## src/design/sli_pkg.sv

```systemverilog
// Shared definitions for the sorted list insert/remove block.
// Holds operation and status codes, the cell control struct and defaults.
// No dependencies.
package sli_pkg;

    // Default number of entries the store can hold.
    localparam int DEFAULT_CAPACITY = 16;

    // Field widths fixed by the interface.
    localparam int VALUE_W = 32;
    localparam int POS_W   = 4;
    localparam int OP_W    = 2;
    localparam int STAT_W  = 2;
    localparam int COUNT_W = 5;

    // Operation codes; the fourth code is unused and ignored.
    localparam logic [OP_W-1:0] OP_INSERT = 2'd0;
    localparam logic [OP_W-1:0] OP_READ   = 2'd1;
    localparam logic [OP_W-1:0] OP_REMOVE = 2'd2;

    // Status codes.
    localparam logic [STAT_W-1:0] ST_OK     = 2'd0;
    localparam logic [STAT_W-1:0] ST_FULL   = 2'd1;
    localparam logic [STAT_W-1:0] ST_BADPOS = 2'd2;

    // Control broadcast from the top level to every cell.
    typedef struct packed {
        logic                      ins;
        logic                      rem;
        logic signed [VALUE_W-1:0] val;
        logic [POS_W-1:0]          pos;
    } cell_ctrl_t;

endpackage

```

## src/design/sli_cell.sv

```systemverilog
// One cell of the sorted chain: holds a single entry and shifts with its neighbors.
// Depends on sli_pkg.
module sli_cell
    import sli_pkg::*;
#(
    parameter int IDX   = 0,
    parameter int CNT_W = 5
) (
    input  logic                      aclk,
    input  cell_ctrl_t                ctrl,
    input  logic [CNT_W-1:0]          count,
    input  logic                      left_less,
    input  logic signed [VALUE_W-1:0] left_entry,
    input  logic signed [VALUE_W-1:0] right_entry,
    output logic                      less,
    output logic signed [VALUE_W-1:0] entry
);

    logic signed [VALUE_W-1:0] entry_reg;
    logic signed [VALUE_W-1:0] entry_next;
    logic                      occupied;

    // The cell holds a live entry when its index is below the count.
    assign occupied = (32'(IDX) < 32'(count));

    // Live entries smaller than the new value stay put on an insert.
    assign less  = occupied && (entry_reg < ctrl.val);
    assign entry = entry_reg;

    // Insert: take the new value at the boundary, the left entry above it.
    // Remove: every cell at or above the position takes its right neighbor.
    always_comb begin
        entry_next = entry_reg;
        if (ctrl.ins && !less) begin
            entry_next = left_less ? ctrl.val : left_entry;
        end else if (ctrl.rem && (IDX >= int'(ctrl.pos))) begin
            entry_next = right_entry;
        end
    end

    // Entry storage carries no reset; contents above the count are unused.
    always_ff @(posedge aclk) begin
        entry_reg <= entry_next;
    end

endmodule

```

## src/design/sorted_list_insert_remove.sv

```systemverilog
// Sorted store of signed 32-bit values: top level with the cell chain and result register.
// Depends on sli_pkg and sli_cell.
//
// Usage:
//   Requests arrive on the s_ channel (s_op, s_value, s_position) with valid/ready.
//   Insert places s_value in ascending order, read returns the entry at
//   s_position, remove returns it and closes the gap. Every request yields
//   exactly one result on the m_ channel: m_result_value, m_status and
//   m_entry_count (count after the operation).
//   Each cell compares its entry with the new value and takes its own,
//   its left or its right neighbor's entry in the same cycle, so every
//   operation completes in the cycle it is accepted.
//   The result is registered: m_valid rises at the accepting edge. One request is
//   taken every cycle while the result register is empty or being drained;
//   s_ready is low only while a result waits and m_ready is low.
//   Reset empties the store (count zero) and clears m_valid; entry contents
//   are not cleared. While the receiver stalls the result holds and the
//   store does not change.
module sorted_list_insert_remove
    import sli_pkg::*;
#(
    parameter int CAPACITY = DEFAULT_CAPACITY
) (
    input  logic                      aclk,
    input  logic                      aresetn,
    input  logic                      s_valid,
    output logic                      s_ready,
    input  logic [OP_W-1:0]           s_op,
    input  logic signed [VALUE_W-1:0] s_value,
    input  logic [POS_W-1:0]          s_position,
    output logic                      m_valid,
    input  logic                      m_ready,
    output logic signed [VALUE_W-1:0] m_result_value,
    output logic [STAT_W-1:0]         m_status,
    output logic [COUNT_W-1:0]        m_entry_count
);

    localparam int CNT_W = $clog2(CAPACITY + 1);
    localparam int NREAD = (CAPACITY < (1 << POS_W)) ? CAPACITY : (1 << POS_W);

    logic [CNT_W-1:0]          count_reg;
    logic [CNT_W-1:0]          count_next;
    logic                      m_valid_reg;
    logic signed [VALUE_W-1:0] m_result_value_reg;
    logic [STAT_W-1:0]         m_status_reg;
    logic [COUNT_W-1:0]        m_entry_count_reg;

    logic                      accept;
    logic                      full;
    logic                      badpos;
    logic                      ins_ok;
    logic                      rem_ok;
    logic                      rd_ok;
    logic signed [VALUE_W-1:0] rd_value;
    logic signed [VALUE_W-1:0] res_value;
    logic [STAT_W-1:0]         res_status;
    cell_ctrl_t                ctrl;

    logic                      less  [CAPACITY];
    logic signed [VALUE_W-1:0] entry [CAPACITY];

    // Handshake: the result register frees up when it is empty or drained.
    assign s_ready = !m_valid_reg || m_ready;
    assign accept  = s_valid && s_ready;

    // Request decode.
    assign full   = (count_reg == CNT_W'(CAPACITY));
    assign badpos = (32'(s_position) >= 32'(count_reg));
    assign ins_ok = accept && (s_op == OP_INSERT) && !full;
    assign rem_ok = accept && (s_op == OP_REMOVE) && !badpos;
    assign rd_ok  = ((s_op == OP_READ) || (s_op == OP_REMOVE)) && !badpos;

    assign ctrl.ins = ins_ok;
    assign ctrl.rem = rem_ok;
    assign ctrl.val = s_value;
    assign ctrl.pos = s_position;

    // Chain of cells, each wired to its left and right neighbor.
    for (genvar i = 0; i < CAPACITY; i++) begin : g_cell
        logic                      l_less;
        logic signed [VALUE_W-1:0] l_entry;
        logic signed [VALUE_W-1:0] r_entry;

        if (i == 0) begin : g_first
            assign l_less  = 1'b1;
            assign l_entry = s_value;
        end else begin : g_mid
            assign l_less  = less[i-1];
            assign l_entry = entry[i-1];
        end

        if (i == CAPACITY - 1) begin : g_last
            assign r_entry = entry[i];
        end else begin : g_inner
            assign r_entry = entry[i+1];
        end

        sli_cell #(
            .IDX   (i),
            .CNT_W (CNT_W)
        ) u_cell (
            .aclk        (aclk),
            .ctrl        (ctrl),
            .count       (count_reg),
            .left_less   (l_less),
            .left_entry  (l_entry),
            .right_entry (r_entry),
            .less        (less[i]),
            .entry       (entry[i])
        );
    end

    // Read select over the cells a position can address.
    always_comb begin
        rd_value = '0;
        for (int i = 0; i < NREAD; i++) begin
            if (s_position == POS_W'(i)) begin
                rd_value = entry[i];
            end
        end
    end

    // Result fields and next count.
    always_comb begin
        res_value  = '0;
        res_status = ST_OK;
        count_next = count_reg;
        case (s_op)
            OP_INSERT: begin
                if (full) begin
                    res_status = ST_FULL;
                end else begin
                    count_next = count_reg + CNT_W'(1);
                end
            end
            OP_READ: begin
                if (badpos) begin
                    res_status = ST_BADPOS;
                end else begin
                    res_value = rd_value;
                end
            end
            OP_REMOVE: begin
                if (badpos) begin
                    res_status = ST_BADPOS;
                end else begin
                    res_value  = rd_value;
                    count_next = count_reg - CNT_W'(1);
                end
            end
            default: begin
                res_status = ST_OK;
            end
        endcase
    end

    // Entry count and output valid.
    always_ff @(posedge aclk) begin
        if (!aresetn) begin
            count_reg   <= '0;
            m_valid_reg <= 1'b0;
        end else begin
            if (accept) begin
                count_reg <= count_next;
            end
            if (accept) begin
                m_valid_reg <= 1'b1;
            end else if (m_ready) begin
                m_valid_reg <= 1'b0;
            end
        end
    end

    // Result payload is loaded on every accepted transfer.
    always_ff @(posedge aclk) begin
        if (accept) begin
            m_result_value_reg <= rd_ok ? res_value : '0;
            m_status_reg       <= res_status;
            m_entry_count_reg  <= COUNT_W'(count_next);
        end
    end

    assign m_valid        = m_valid_reg;
    assign m_result_value = m_result_value_reg;
    assign m_status       = m_status_reg;
    assign m_entry_count  = m_entry_count_reg;

    // The count never runs past the capacity.
    assert property (@(posedge aclk) disable iff (!aresetn)
        count_reg <= CNT_W'(CAPACITY))
    else $error("entry count exceeds capacity");

    // A successful insert grows the store by exactly one entry.
    assert property (@(posedge aclk) disable iff (!aresetn)
        ins_ok |=> (count_reg == $past(count_reg) + CNT_W'(1)))
    else $error("insert did not grow the count by one");

    // Error results never carry a value.
    assert property (@(posedge aclk) disable iff (!aresetn)
        (m_valid_reg && (m_status_reg != ST_OK)) |-> (m_result_value_reg == '0))
    else $error("error result carries a nonzero value");

endmodule

```

## config.mk

```make
export PLATFORM = sky130hd
export DESIGN_NAME = sorted_list_insert_remove
export DESIGN_NICKNAME = d
export VERILOG_FILES = /design/src/design/sli_pkg.sv /design/src/design/sli_cell.sv /design/src/design/sorted_list_insert_remove.sv
export SDC_FILE = /design/constraint.sdc
export NUM_CORES = 2
export LEC_CHECK = 0
export BUFFER_PORTS_ARGS = -buffer_cell sky130_fd_sc_hd__buf_2
export CAP_MARGIN = 10
export CORE_MARGIN = 2
export CORE_UTILIZATION = 31
export DETAILED_ROUTE_END_ITERATION = 8
export SETUP_SLACK_MARGIN = 0.05
export SLEW_MARGIN = 25
export SYNTH_ARGS = -nofsm -noshare
export SYNTH_HDL_FRONTEND = slang
export SYNTH_SLANG_ARGS = --single-unit
export TNS_END_PERCENT = 50
```

## constraint.sdc

```tcl
create_clock -name aclk -period 15.7 [get_ports aclk]
set_input_delay 1.57 -clock aclk [delete_from_list [all_inputs] [get_ports aclk]]
set_output_delay 1.57 -clock aclk [all_outputs]
set_load 0.1 [all_outputs]
```

==> flow_metrics.py <==
metrics = {
    "run_status": {
        "status": "complete, no violations",
    },
    "synth": {
        "synth_ff_type": "edfxtp_1",
        "synthArstFlopShare": 0,
        "yosys_warnings": 0,
        "yosysSeqAreaShare": 0.393,
        "synthCells": 4323,
        "synth_area_um2": 42400,
        "avgSynthCellArea_um2": 9.80,
        "synth_edf_count": 551,
        "yosys.cell_types.count": 78,
        "yosys.area.top_type": "edfxtp_1",
        "synth-seq-cells": 557,
        "netlist_top_cells_area": "edfxtp_1 (39%), ha_1 (15%), mux2i_1 (7.6%)",
        "syn-num-nets": 4872,
        "synth_top_cell_area_share": 0.390,
    },
    "timing": {
        "rsz0062_at_grt": "false",
        "min_period_over_period": 0.413,
        "hold_violations": 0,
        "setup_viol": 0,
        "setup_tns_ns": 0,
        "timing.fmax_ghz": 0.154,
        "min_period_ns": 6.48,
        "tightestPinTransition_ns": 1.21,
        "slew_violations": 0,
        "fin_skew_ns": 0.0234,
        "slew_headroom": 0.186,
    },
    "worst_hold_path": {
        "hp-class": "reg -> reg",
    },
    "critical_path": {
        "rrSetupSlack_ns": 10.36,
        "r2r-end": "g_cell[3].u_cell.entry[0]",
        "cp-endpoint": "g_cell[4].u_cell.entry[8]",
        "cp_max_fo": 65,
        "r2r_start": "count_reg[1]",
        "startpoint": "s_value[19]",
        "required_ns": 15.88,
        "cp-end-kind": "register",
        "r2r_cells": 10,
        "arrival_ns": 6.66,
        "crit_type": "in -> reg",
        "critPathLaunchType": "primary input",
    },
    "global_routing": {
        "grt_max_degree": 66,
        "grt_pass1_wl_mm": 259,
        "antenna_found_initial": 6,
        "grt_overflow": 0,
        "grtUsageTotal": 0.252,
        "grt_pass1_vias": 35300,
    },
    "cts": {
        "cts_tree": "done",
        "path_clk_slew_ns": 0.06,
        "clock_sink_count": 557,
        "cts_buffers": 67,
        "cts-root-buf": "clkbuf_16",
        "post_cts.repair.setup_buffers": 0,
        "clk_latency_ns": 0.67,
        "cts_hold_buf": 0,
        "cts_resized": 0,
        "cts_max_level": 3,
        "clk_path_buf_depth": 3,
    },
    "place": {
        "dpl.hpwl_mm": 128,
        "place_inst": 6005,
        "io_buffers": 82,
        "place_area_um2": 44900,
        "place_congestion": 1.01,
    },
    "power_and_ir_drop": {
        "cellLeakagePower_nw": 18.1,
        "power.density_nw_per_um2": 92.7,
        "irDropWorstVdd_mv": 0.0697,
        "power_mw": 4.36,
    },
    "die": {
        "die-height_um": 374,
        "die_area_um2": 140000,
        "std_cell_rows": 135,
        "die_w_um": 374,
        "num_io_pins": 83,
        "start_util": 0.312,
        "core_um2": 136000,
    },
    "route": {
        "drtIter0Drc": 5494,
        "vias": 38200,
        "dr.pass1.iters": 8,
        "via_per_inst": 6.24,
        "finalWirelength_mm": 182,
        "wl_per_cell_um": 29.8,
        "drc": 0,
        "postRouteAntennaNets": 0,
    },
    "cells_and_area": {
        "drive_above_1_share": 0.105,
        "largest_reg_flops": 512,
        "antenna_cells": 0,
        "syn_to_final_growth_pct": 10.9,
        "final_util": 0.347,
        "layout_commonest_cell": "edfxtp_1",
        "fin_area_um2": 47000,
        "final_cell_mix": "edfxtp_1 (551), nand2_1 (512), ha_1 (507)",
        "fin_cells": 6124,
        "nets": 4842,
    },
    "flow_run": {
        "max_cap_viol_count": 0,
    },
}
## where the power goes
part           switching, mW  internal [mW]
sequential            0.0928           1.73
clock                  0.687          0.890
combinational          0.660          0.296
total                   1.44           2.92
## cells in the mapped netlist (all sizes together), types with 6 or more instances
cell and number:
a21oi 340, o22ai 67, o211ai 42, mux2i 323, inv 60, buf 94
nor3 20, nand4 69, clkbuf 189, a21o 95, mux2 74, mux4 30
o21a 15, o21ai 504, a211o 8, a22oi 85, edfxtp 551, a211oi 92
a2111oi 10, nor2 322, and3 14, o2111ai 7, or3 6, dfxtp 6
a41oi 8, nand3 36, a31oi 45, o31ai 35, nand2 523, ha 507
a221oi 13, nor2b 15, a221o 9, nor3b 8, nand2b 29
## worst min-delay path by stage
| stage | startpoint | end | slack (ns) | cells past startpoint |
|---|---|---|---|---|
| after floorplan | g_cell[13].u_cell.entry[31] | g_cell[12].u_cell.entry[31] | 0.55 | 2 |
| after global routing | m_valid | m_valid | 0.59 | 2 |
| after global placement | m_valid | m_valid | 0.51 | 2 |
| final | m_valid | m_valid | 0.54 | 2 |
| after CTS | m_valid | m_valid | 0.55 | 2 |
| after detailed placement | m_valid | m_valid | 0.54 | 2 |
## routing by layer
metal,part of all wire,GRT usage
met1,0.41,0.353
met2,0.41,0.360
met3,0.13,0.0726
met4,0.050,0.106
met5,0.00012,0
## final cells by class
cell class	count	area, um2
clock buffers	86	1830
clock inverters	33	267
fillers	13700	88600
inverters	60	225
multi-input cells	3423	24600
flip-flops and latches	557	16700
well taps	1781	2230
repair buffers	184	1180
## cell families after synthesis
logic type | Yosys count | synth area share
DFF | 557 | 0.393
AOI/OAI and AO/OA | 1416 | 0.203
adders and majority gates | 507 | 0.150
muxes | 427 | 0.112
buffers and inverters | 343 | 0.0344
and+or+nand+nor | 1073 | 0.108
## critical path, stage by stage
cell and delay, ns:
buf_2 0.33, inv_1 0.35, buf_4 0.31, ha_1 0.34, o21ai_0 0.08, o21ai_0 0.10, a211oi_1 0.69, o22ai_1 0.21
a211o_1 0.34, a221oi_4 0.26, buf_4 0.56, nand2b_2 0.23, buf_4 0.52, nand2_2 0.72
## stage by stage
stage | setup slack [ns] | hold slack (ns)
finish | 9.22 | 0.541
global route | 9.05 | 0.586
CTS | 9.42 | 0.549
detailed placement | 8.74 | 0.542
global placement | 8.80 | 0.514
floorplan | 9.29 | 0.550
Note: power is estimated with default switching activity, not from simulation.
